===== config.mk =====
export PLATFORM = sky130hd
export DESIGN_NAME = pils_control
export DESIGN_NICKNAME = d
export VERILOG_FILES = /design/src/pils_pkg.sv /design/src/pils_control.sv
export SDC_FILE = /design/constraint.sdc
export NUM_CORES = 1
export LEC_CHECK = 0
export ABC_AREA = 0
export BUFFER_PORTS_ARGS = -buffer_cell sky130_fd_sc_hd__buf_2
export CAP_MARGIN = 30
export CORE_MARGIN = 5
export CORE_UTILIZATION = 50
export DETAILED_ROUTE_END_ITERATION = 6
export PLACE_DENSITY = 0.87
export SLEW_MARGIN = 40
export SYNTH_ARGS = -nofsm -noshare
export SYNTH_HDL_FRONTEND = slang
export SYNTH_SLANG_ARGS = --single-unit

===== constraint.sdc =====
create_clock -name clk -period 3.2 [get_ports clk]
set_input_delay 0.16 -clock clk [delete_from_list [all_inputs] [get_ports clk]]
set_output_delay 0.16 -clock clk [all_outputs]
set_load 0.01 [all_outputs]

===== src/pils_pkg.sv =====
// ----------------------------------------------------------------------------
// pils_pkg
// shared types and constants of the projected iterative linear solver
// ----------------------------------------------------------------------------
package pils_pkg;

  localparam int MaxSize   = 64;
  localparam int IdxW      = 6;
  localparam int DataW     = 32;
  localparam int FracBits  = 16;
  localparam int EpsQ      = 66;
  localparam int AccW      = 64;

  typedef enum logic [1:0] {
    ACT_MATRIX = 2'd0,
    ACT_ROW    = 2'd1,
    ACT_START  = 2'd2,
    ACT_NONE   = 2'd3
  } action_t;

  typedef enum logic [1:0] {
    REG_SIZE  = 2'd0,
    REG_ITER  = 2'd1,
    REG_DELTA = 2'd2,
    REG_MODE  = 2'd3
  } reg_index_t;

  typedef struct packed {
    logic [1:0]        action;
    logic [5:0]        row_index;
    logic [5:0]        col_index;
    logic signed [31:0] matrix_value;
    logic signed [31:0] rhs_value;
    logic signed [31:0] lower_limit;
    logic signed [31:0] upper_limit;
    logic signed [31:0] initial_guess;
  } in_word_t;

  typedef struct packed {
    logic [5:0]         result_index;
    logic signed [31:0] solution_value;
    logic               converged;
    logic [9:0]         sweeps_used;
    logic               last_item;
  } out_word_t;

  // controller to datapath
  typedef struct packed {
    logic          copy_old;   // copy solution into old for row idx
    logic          row_init;   // clear accumulator, read rhs/limits
    logic          mac;        // accumulate product for column col
    logic          div_start;  // start division of row
    logic          finish_row; // clamp, write back, update delta
    logic          clr_delta;
    logic          emit;       // present solution entry of row
    logic [IdxW-1:0] row;
    logic [IdxW-1:0] col;
    logic          skip;       // column equals row
  } dp_cmd_t;

  // datapath to controller
  typedef struct packed {
    logic        div_done;
    logic        mac_idle;
    logic [30:0] delta;
  } dp_stat_t;

endpackage


===== src/pils_control.sv =====
// ----------------------------------------------------------------------------
// pils_control
// sweep sequencer: copy, per-row accumulate, divide, clamp, then emit
// ----------------------------------------------------------------------------
module pils_control (
  input  logic               clk,
  input  logic               rst,
  input  logic               go,
  input  logic [6:0]         active_size,
  input  logic [9:0]         max_iterations,
  input  logic [30:0]        min_delta,
  input  pils_pkg::dp_stat_t stat,
  output pils_pkg::dp_cmd_t  cmd,
  output logic               busy,
  output logic               strobe,
  output logic [5:0]         out_index,
  output logic               out_conv,
  output logic [9:0]         out_sweeps,
  output logic               out_last
);
  import pils_pkg::*;

  typedef enum logic [9:0] {
    S_IDLE  = 10'b0000000001,
    S_CHECK = 10'b0000000010,
    S_COPY  = 10'b0000000100,
    S_INIT  = 10'b0000001000,
    S_MAC   = 10'b0000010000,
    S_DRAIN = 10'b0000100000,
    S_DIV   = 10'b0001000000,
    S_FIN   = 10'b0010000000,
    S_DWAIT = 10'b0100000000,
    S_EMIT  = 10'b1000000000
  } state_t;

  state_t      state;
  logic [5:0]  row, col, last;
  logic [9:0]  sweeps;
  logic        conv;
  logic        emit_q;
  logic        wait_d;
  logic [6:0]  dcnt;
  logic        u_done_seen;

  always_comb begin
    if (active_size == 7'd0) last = 6'd0;
    else if (active_size > 7'd64) last = 6'd63;
    else last = 6'(active_size - 7'd1);
  end

  always_comb begin
    cmd = '0;
    cmd.row = row;
    cmd.col = col;
    cmd.skip = (col == row);
    case (state)
      S_COPY:  cmd.copy_old = 1'b1;
      S_INIT:  cmd.row_init = 1'b1;
      S_MAC:   cmd.mac = 1'b1;
      S_DRAIN: cmd.div_start = stat.mac_idle;
      S_FIN:   cmd.finish_row = 1'b1;
      S_CHECK: cmd.clr_delta = 1'b1;
      S_EMIT:  cmd.emit = 1'b1;
      default: ;
    endcase
  end

  assign busy = state != S_IDLE;

  always_ff @(posedge clk) begin
    if (rst) begin
      state  <= S_IDLE;
      row    <= '0;
      col    <= '0;
      sweeps <= '0;
      conv   <= 1'b0;
      emit_q <= 1'b0;
      wait_d <= 1'b0;
    end else begin
      emit_q <= 1'b0;
      case (state)
        S_IDLE: begin
          if (go) begin
            sweeps <= '0;
            conv   <= 1'b0;
            row    <= '0;
            state  <= (max_iterations == 10'd0) ? S_EMIT : S_CHECK;
          end
        end
        S_CHECK: begin
          row <= '0;
          state <= S_COPY;
        end
        S_COPY: begin
          if (row == last) begin
            row   <= '0;
            state <= S_INIT;
          end else begin
            row <= row + 6'd1;
          end
        end
        S_INIT: begin
          col   <= '0;
          state <= S_MAC;
        end
        S_MAC: begin
          if (col == last) state <= S_DRAIN;
          else col <= col + 6'd1;
        end
        S_DRAIN: begin
          col <= row;
          if (stat.mac_idle) state <= S_DIV;
        end
        S_DIV: begin
          if (stat.div_done) state <= S_FIN;
        end
        S_FIN: begin
          wait_d <= 1'b0;
          state  <= S_DWAIT;
        end
        S_DWAIT: begin
          if (wait_d) begin
            if (row == last) begin
              sweeps <= sweeps + 10'd1;
              if (stat.delta < min_delta) begin
                conv  <= 1'b1;
                row   <= '0;
                state <= S_EMIT;
              end else if (sweeps + 10'd1 == max_iterations) begin
                row   <= '0;
                state <= S_EMIT;
              end else begin
                state <= S_CHECK;
              end
            end else begin
              row   <= row + 6'd1;
              state <= S_INIT;
            end
          end else if (u_done_seen) begin
            wait_d <= 1'b1;
          end
        end
        S_EMIT: begin
          emit_q <= 1'b1;
          out_index <= row;
          out_last  <= row == last;
          if (row == last) state <= S_IDLE;
          else row <= row + 6'd1;
        end
        default: state <= S_IDLE;
      endcase
    end
  end

  // delta divider completion is tracked by a countdown loaded in S_FIN
  always_ff @(posedge clk) begin
    if (rst) dcnt <= '0;
    else if (state == S_FIN) dcnt <= 7'd82;
    else if (dcnt != 7'd0) dcnt <= dcnt - 7'd1;
  end
  assign u_done_seen = (state == S_DWAIT) && (dcnt == 7'd1);

  assign strobe     = emit_q;
  assign out_conv   = conv;
  assign out_sweeps = sweeps;

endmodule


==> impl_metrics.csv, run 1 <==
group,metric,value,unit
placement,gp_congestion,0.957,
critical_path,start_kind,"flop",
cells_and_area,drive_above_1_share,0.229,
timing,post-route-period-util,0.880,
yosys,ys_types,73,
yosys,synth-edff-count,7,
placement,dp_cells,766,
floorplanning,die_area,0.0105,mm^2
cts,cts_tree,"built",
placement,dp_hpwl,9870,um
timing,fin_crit,2.82,ns
power,finalPower,1.96,mW
cells_and_area,area_growth,18.4,%
timing,setup_viol,0,
power,ir_worst_vdd,0.331,mV
floorplanning,die_width,103,um
power,leakage,2.32,nW
yosys,ys_warn_count,0,
yosys,synth_flop_cell,"dfxtp_1",
cts,ctsLongestPathBuffers,2,
drt,finalWirelength,12500,um
min_path,hp-class,"input pin to flop",
global_routing,grt_antenna_before_repair,0,
yosys,synth_nets,676,
power,power_density,386,mW/mm^2
global_routing,grt_max_degree,23,
critical_path,path_class,"flop to flop",
floorplanning,io_pins,124,
critical_path,cp_num_buf_inv,0,
cts,clock_sinks,49,
drt,first_pass_iters,5,
drt,drc,0,
critical_path,critical_path.max_fanout,9,
drt,drt_iter0_markers,251,
global_routing,grt_pass1_vias,4428,
cells_and_area,utilization,0.611,
cells_and_area,nets,789,
yosys,syn_inst,555,
timing,skew,0.0110,ns
placement,place_area,0.00499,mm^2
cts,clk_pin_slew,0.09,ns
drt,vias_per_cell,6.07,
cells_and_area,final_area,0.00507,mm^2
floorplanning,initial_utilization,0.516,
timing,tightest_slew,0.796,ns
cts,cts_made_buffers,5,
timing,finalHoldViolCount,0,
floorplanning,core-area,0.00830,mm^2
yosys,avgSynthCellArea,7.71,um^2
cts,post_cts_buffers,0,
drt,drtAntennaViolNets,0,
critical_path,crit_arrival,3.00,ns
critical_path,worstPathRequired,3.39,ns
job,drv_cap,0,
global_routing,grt-ovfl-total,0,
critical_path,slowest_delay,0.51,ns
placement,io_buffers,123,
critical_path,cp-end-kind,"flop",
cells_and_area,final_cells,774,
cts,cts.htree.levels,2,
cts,ctsRootBufferMaster,"clkbuf_8",
yosys,syn_area,0.00428,mm^2
status,status,"completed",
cts,clkLatencyLatePin,0.31,ns
drt,vias,4698,
cells_and_area,antenna_cells,0,
yosys,async_flop_share,0,
cts,post_cts_resized,0,
yosys,synth-seq-area-share,0.246,
critical_path,path_cells,"nand3_1 > or3_1 > xnor2_1 > nor4_1 > and2_1 > o31a_1 > o221a_2 > o21ai_0",
global_routing,grt_pass1_wl,19800,um
yosys,ys_seq_elements,49,
timing,rsz0062_at_grt,"no",
timing,max_freq,355,MHz
global_routing,grtUsageTotal,0.230,
timing,report.final.slew_viol_count,0,
cts,cts_hold_buf,0,
critical_path,cpLargestDelayFamily,"simple AND/OR/NAND/NOR gates",
floorplanning,rows,33,
floorplanning,die_h,103,um
timing,tns,0,ns
timing,slew_headroom,0.470,
critical_path,crit_slowest_cell,"or3_1",
drt,routedWlPerCell,16.2,um
## placed cells by master, fill, tap and decap left out, types with 7 or more instances in the layout
| cell type | n |
|---|---|
| a21oi_1 | 42 |
| and3_1 | 13 |
| buf_2 | 123 |
| buf_4 | 8 |
| dfxtp_1 | 42 |
| edfxtp_1 | 7 |
| ha_1 | 37 |
| inv_1 | 46 |
| nand2_1 | 34 |
| nand2b_1 | 11 |
| nand3_1 | 21 |
| nand4_1 | 11 |
| nor2_1 | 46 |
| nor2b_1 | 12 |
| nor3_1 | 17 |
| o21ai_0 | 23 |
| o31ai_1 | 15 |
| or3_1 | 9 |
| or4_1 | 11 |
| xnor2_1 | 15 |
| xor2_1 | 13 |
## power by group
part           leakage, nW  internal, mW  switching (mW)  total, mW
clock               0.0395         0.156           0.209      0.365
sequential           0.405         0.678          0.0609      0.739
combinational         1.88         0.351           0.503      0.854
total                 2.32          1.18           0.774       1.96
## Yosys cell counts, types with 12 or more instances
cell type / n / share of area
nor2b_1: 12 / 0.018
o31ai_1: 15 / 0.026
dfxtp_1: 42 / 0.20
xnor2_1: 15 / 0.031
o21ai_0: 23 / 0.027
nor2_1: 46 / 0.040
clkbuf_1: 19 / 0.017
inv_1: 46 / 0.040
nand3_1: 21 / 0.025
nor3_1: 17 / 0.020
xor2_1: 13 / 0.027
nand2_1: 34 / 0.030
and3_1: 13 / 0.019
ha_1: 37 / 0.11
a21oi_1: 42 / 0.049
## sequential cells by signal, indices dropped and copies added (netlist names), 6 cells and up
name        count
out_index       6
out_sweeps     10
dcnt            7
col             6
row             6
state          10
## worst min-delay path, cell delays in order
cell    delay, ns
buf_2        0.07
nor2_1       0.04
o21a_1       0.18
## stage by stage
step | hold slack, ns | setup WS (ns)
after detailed placement | 0.470 | 0.172
after floorplan | 0.367 | 0.638
after global routing | 0.208 | 0.156
after CTS | 0.185 | 0.436
final | 0.187 | 0.383
after global placement | 0.432 | 0.283
## kinds of logic (layout without fill, tap and decap cells)
logic type,Yosys count,in the layout,synth area share
AOI/OAI and AO/OA,147,147,0.240
xor gates and xnor gates,28,28,0.0573
adders and majority gates,37,37,0.108
buffers and inverters,72,186,0.0643
DFF,49,49,0.246
muxes,1,1,0.00234
and+or+nand+nor,221,221,0.282
## final cells by class
cell class	count	area (um^2)
fillers	739	3230
multi-input cells	434	2950
flip-flops and latches	49	1050
repair buffers	131	676
inverters	47	176
well taps	105	131
clock buffers	8	80.1
## metal layers
metal,wire length [um],global-route usage
met4,227,0.0666
met3,1140,0.0440
met1,5050,0.276
met5,0,0
met2,6120,0.415
## worst paths after layout
kind | start | to | slack, ns | cells after the start
min | stat[32] | state[6]$_SDFFE_PP0P_ | 0.19 | 3
max reg2reg | out_sweeps[2]$_SDFFE_PP0P_ | row[4]$_SDFFE_PP0P_ | 0.38 | 8
min reg2reg | out_conv$_SDFFE_PP0P_ | out_conv$_SDFFE_PP0P_ | 0.48 | 2
max | out_sweeps[2]$_SDFFE_PP0P_ | row[4]$_SDFFE_PP0P_ | 0.38 | 8
Power figures use the tool's default switching activity.
==> run 2: changes to the inputs <==
- CORE_ASPECT_RATIO: not set -> 0.7
==> run 2 against run 1 <==
  * Power rose by 16%
  * Largest cell class unchanged
  * Design area rose by 2.0%
  * Utilization rose by 0.41 points
  * Combinational power fell by 1%
  * First-iteration DRC count rose by 46%
==> impl_metrics.csv, run 2 (synthesis results as in run 1) <==
group,metric,value,unit
status,status,"completed",
timing,slew_headroom,0.457,
power,p_clk_frac,0.300,
floorplanning,rows,28,
critical_path,slowest_delay,0.43,ns
power,share_seq_of_total_power,0.328,
timing,report.final.slew_viol_count,0,
power,ir_worst_vdd,0.272,mV
critical_path,crit_slowest_cell,"or3b_1",
global_routing,grt-ovfl-total,0,
floorplanning,die_area,0.0105,mm^2
timing,skew,0.00595,ns
critical_path,worstPathRequired,3.44,ns
global_routing,grt_pass1_vias,4238,
power,leakage,2.37,nW
drt,first_pass_iters,5,
floorplanning,die_width,121,um
floorplanning,die_h,87.4,um
power,swShare,0.351,
critical_path,cp-end-kind,"flop",
critical_path,r2r-end,"row[0]$_SDFFE_PP0P_",
global_routing,grt_max_degree,23,
drt,wl_met1,5740,um
power,intPower,1.47,mW
global_routing,grt_antenna_before_repair,0,
critical_path,path_cells,"buf_2 > inv_1 > ha_1 > or3b_1 > xor2_1 > a31oi_1 > or3_1 > a311oi_1 > nor2_1 > a2111oi_0 > o21a_1",
global_routing,grtUsageTotal,0.231,
drt,drt_iter0_markers,367,
cells_and_area,area_growth,20.8,%
cells_and_area,layout_common_cells,"123 x buf_2, 46 x inv_1, 46 x nor2_1, 42 x a21oi_1, 42 x dfxtp_1",
drt,vias,4600,
drt,finalWirelength,12400,um
placement,dp_hpwl,9760,um
cts,clock_sinks,49,
timing,fin_crit,2.90,ns
floorplanning,initial_utilization,0.509,
critical_path,ff2ff_path_depth,10,
drt,drc,0,
power,power_density,439,mW/mm^2
cts,clk_pin_slew,0.06,ns
critical_path,cp_num_buf_inv,2,
drt,routedWlPerCell,16.0,um
timing,post-route-period-util,0.906,
cells_and_area,fillers,766,
floorplanning,io_pins,124,
cells_and_area,drive_above_1_share,0.232,
critical_path,reg2reg_slack,0.42,ns
timing,tightest_slew,0.811,ns
drt,wl_met2,5480,um
placement,io_buffers,123,
critical_path,start_kind,"input pin",
global_routing,grt_pass1_wl,20100,um
min_path,hold_start,"stat[32]",
timing,setup_ws,0.302,ns
timing,finalHoldViolCount,0,
power,switching_power,0.796,mW
cells_and_area,seq_area,0.00105,mm^2
drt,vias_per_cell,5.96,
cts,ctsLongestPathBuffers,2,
timing,max_freq,345,MHz
critical_path,crit_arrival,3.13,ns
cts,cts_made_buffers,5,
min_path,hp-class,"input pin to flop",
critical_path,path_class,"input pin to flop",
cells_and_area,final_area,0.00517,mm^2
cells_and_area,multi_input_area,0.00296,mm^2
critical_path,r2r_start,"state[3]$_SDFFE_PP0P_",
power,pwr-share-comb,0.372,
critical_path,critical_path.max_fanout,8,
floorplanning,core-area,0.00841,mm^2
cells_and_area,layout_commonest_cell,"buf_2",
cts,post_cts_buffers,0,
cts,cts.htree.levels,2,
timing,rsz0062_at_grt,"no",
critical_path,crit_cells,11,
min_path,whs_endpoint,"state[6]$_SDFFE_PP0P_",
placement,place_worst_setup_slack,-0.0540,ns
placement,gp_congestion,0.922,
power,finalPower,2.27,mW
drt,drtAntennaViolNets,0,
drt,dr.max_layer_used,"met4",
timing,setup_viol,0,
cts,ctsRootBufferMaster,"clkbuf_16",
cts,cts_tree,"built",
cells_and_area,antenna_cells,0,
cts,clkLatencyLatePin,0.29,ns
min_path,hold_path_depth,3,
critical_path,cpLargestDelayFamily,"compound AO/OA/AOI/OAI gates",
placement,place_area,0.00497,mm^2
job,drv_cap,0,
cells_and_area,nets,787,
cells_and_area,utilization,0.615,
drt,wl_met3,916,um
-- run 2: changes by cell type in the layout (fill, tap and decap cells not counted) --
cell	before	now
clkbuf_1	3	0
o22ai_2	0	1
clkinv_2	0	1
bufinv_16	0	2
clkbuf_8	5	0
o22ai_1	2	1
buf_4	8	6
clkbuf_16	0	5
-- run 2: final cells by class --
type | count | area share
tap | 105 | 0.0254
timing repair buffer | 129 | 0.128
clock inverter | 3 | 0.0126
clock buffer | 5 | 0.0242
multi-input combinational | 434 | 0.573
sequential | 49 | 0.203
inverter | 47 | 0.0341
-- run 2: power groups by stage --
stage | registers (mW) | logic [mW] | clock network (mW)
6_report | 0.744 | 0.845 | 0.681
5_1_grt | 0.751 | 0.951 | 0.713
2_1_floorplan | 0.743 | 0.611 | 0
3_3_place_gp | 0.749 | 0.797 | 0
4_1_cts | 0.741 | 0.834 | 0.692
3_5_place_dp | 0.753 | 0.828 | 0
-- run 2: worst min-delay path, stage by stage --
cell	delay, ns
buf_2	0.07
nor2_1	0.04
o21a_1	0.18
-- run 2: layer usage --
layer,GRT usage,up-vias
met2,0.369,194
met5,0,-
li1,-,2278
met4,0.0700,0
met1,0.320,2105
met3,0.0383,23
-- run 2: stage by stage --
stage	setup TNS, ns	hold slack, ns	instances
floorplan	0	0.367	555
global placement	0	0.436	764
detailed placement	-0.0613	0.446	764
CTS	0	0.212	772
global route	0	0.217	772
finish	0	0.214	772
-- run 2: worst max path at each step --
stage / from / to / slack [ns]
after floorplan: active_size[0] / state[5]$_SDFFE_PP0P_ / 0.64
after global placement: active_size[0] / col[5]$_SDFFE_PP0P_ / 0.14
after detailed placement: active_size[0] / col[5]$_SDFFE_PP0P_ / -0.05
after CTS: active_size[0] / col[5]$_SDFFE_PP0P_ / 0.23
after global routing: active_size[0] / state[6]$_SDFFE_PP0P_ / 0.07
final: active_size[0] / state[5]$_SDFFE_PP0P_ / 0.30
-- run 2: timing repair --
action                     CTS  global route
setup endpoints to repair    0             2
hold buffers                 0             0
gates resized for setup      0             1
==> run 3: changes to the inputs <==
- PLACE_DENSITY: 0.87 -> 0.75
==> run 3 against run 2 <==
  * Final cell count grew 0.13%
  * Design area shrank 0.48%
  * Critical path depth shrank 1
  * Sequential power shrank 0.5%
  * Sequential share of layout area grew 0.099 points
  * Combinational power grew 0.8%
  * Count of clock-buffer cells in the layout is the same
  * Non-clock buffer count grew 1
  * Critical endpoint is now row[0]$_SDFFE_PP0P_
==> impl_metrics.csv, run 3 (synthesis results as in run 1) <==
group,metric,value,unit
status,status,"completed",
cells_and_area,drive_above_1_share,0.231,
timing,slew_headroom,0.538,
power,leakage,2.36,nW
floorplanning,core-area,0.00841,mm^2
critical_path,start_kind,"flop",
timing,tightest_slew,0.690,ns
placement,place_worst_setup_slack,0.126,ns
timing,post-route-period-util,0.894,
cts,cts_tree,"built",
drt,drt_iter0_markers,365,
drt,finalWirelength,12400,um
cells_and_area,area_growth,20.2,%
floorplanning,rows,28,
min_path,whs_endpoint,"state[6]$_SDFFE_PP0P_",
cells_and_area,antenna_cells,0,
timing,report.final.slew_viol_count,0,
floorplanning,io_pins,124,
critical_path,path_class,"flop to flop",
placement,gp_congestion,0.943,
timing,skew,0.00575,ns
cts,post_cts_buffers,0,
floorplanning,initial_utilization,0.509,
cts,post_cts_resized,0,
min_path,hold_start,"stat[32]",
critical_path,r2r_start,"state[5]$_SDFFE_PP0P_",
critical_path,path_cells,"nor4_1 > and2_1 > and3_1 > inv_1 > o21ai_0 > nand2b_1 > nor2_1 > a21oi_2 > o21ai_0 > o2bb2ai_1",
critical_path,cp_common_cell,"o21ai_0",
floorplanning,die_h,87.4,um
critical_path,worstPathRequired,3.36,ns
cells_and_area,fillers,741,
critical_path,slowest_delay,0.47,ns
timing,setup_viol,0,
floorplanning,die_area,0.0105,mm^2
cts,ctsRootBufferMaster,"clkbuf_16",
cells_and_area,nets,788,
critical_path,critPathLaunch,"state[5]$_SDFFE_PP0P_",
cts,clk_pin_slew,0.07,ns
timing,setup_ws,0.338,ns
global_routing,grt_max_degree,23,
timing,fin_crit,2.86,ns
drt,first_pass_iters,5,
cts,cts.htree.levels,2,
drt,vias_per_cell,5.98,
cts,cts_hold_buf,0,
drt,drtAntennaViolNets,0,
global_routing,grt-ovfl-total,0,
global_routing,grtUsageTotal,0.229,
min_path,hp-class,"input pin to flop",
job,drv_cap,0,
drt,vias,4623,
timing,finalHoldViolCount,0,
global_routing,grt_antenna_before_repair,0,
cts,ctsLongestPathBuffers,2,
critical_path,reg2reg_slack,0.34,ns
cells_and_area,layout_commonest_cell,"buf_2",
global_routing,grt_pass1_vias,4248,
power,power_density,425,mW/mm^2
drt,drc,0,
cts,clock_sinks,49,
cells_and_area,layout_common_cells,"123 x buf_2, 46 x inv_1, 46 x nor2_1, 42 x a21oi_1, 42 x dfxtp_1",
drt,routedWlPerCell,16.0,um
min_path,hold_path_depth,3,
timing,max_freq,349,MHz
timing,rsz0062_at_grt,"no",
critical_path,cp-end-kind,"flop",
global_routing,grt_pass1_wl,20000,um
cts,clkLatencyLatePin,0.29,ns
critical_path,r2r-end,"row[0]$_SDFFE_PP0P_",
critical_path,crit_slowest_cell,"nor4_1",
critical_path,ff2ff_path_depth,10,
critical_path,critical_path.max_fanout,9,
placement,io_buffers,123,
critical_path,crit_arrival,3.02,ns
timing,tns,0,ns
power,ir_worst_vdd,0.250,mV
placement,dp_hpwl,9760,um
cts,cts_made_buffers,5,
floorplanning,die_width,121,um
## run 3: cell count changes in the layout (fill, tap and decap cells not counted)
cell        change
o22ai_1         +1
o22ai_2         -1
clkinvlp_4      +1
clkinv_2        -1
clkinv_1        +1
clkbuf_2        +1
bufinv_16       -1
## run 3: through the flow
| step | total power [mW] | instances | hold slack (ns) | util | instance area [um^2] |
|---|---|---|---|---|---|
| finish | 2.19 | 773 | 0.203 | 0.612 | 5140 |
| global route | 2.32 | 773 | 0.229 | 0.612 | 5140 |
| CTS | 2.18 | 772 | 0.207 | 0.611 | 5140 |
| detailed placement | 1.59 | 764 | 0.477 | 0.592 | 4970 |
| global placement | 1.56 | 764 | 0.458 | 0.592 | 4970 |
| floorplan | 1.35 | 555 | 0.367 | - | 4280 |
## run 3: final cells by class
class | instances | area [um^2] | area share
well taps | 105 | 131 | 0.0255
inverters | 47 | 176 | 0.0343
repair buffers | 130 | 666 | 0.129
flip-flops and latches | 49 | 1050 | 0.204
clock buffers | 5 | 125 | 0.0243
multi-input cells | 434 | 2950 | 0.574
clock inverters | 3 | 41.3 | 0.00803
## run 3: worst max-delay path, delay by kind of cell, from the launching register on
family / cells / cell delay [ns]
AOI/OAI and AO/OA: 4 / 0.90
buffers and inverters: 1 / 0.12
DFF: 1 / 0.36
and+or+nand+nor: 5 / 1.36
## run 3: power breakdown
part	switching (mW)	leakage, nW	internal [mW]
Clock	0.229	0.0775	0.366
Combinational	0.505	1.87	0.347
Sequential	0.0616	0.405	0.679
## run 3: how the worst max path moves through the flow
stage,end,depth (start not counted),slack (ns)
after detailed placement,col[5]$_SDFFE_PP0P_,11,0.13
final,row[0]$_SDFFE_PP0P_,10,0.34
after CTS,col[5]$_SDFFE_PP0P_,11,0.41
after floorplan,state[5]$_SDFFE_PP0P_,10,0.64
after global placement,col[5]$_SDFFE_PP0P_,11,0.31
after global routing,state[6]$_SDFFE_PP0P_,11,0.12
## run 3: metal layers
metal / global-route usage / routed length [um]
met1: 0.329 / 5630
met2: 0.362 / 5410
met3: 0.0409 / 1180
met4: 0.0463 / 140
met5: 0 / 0
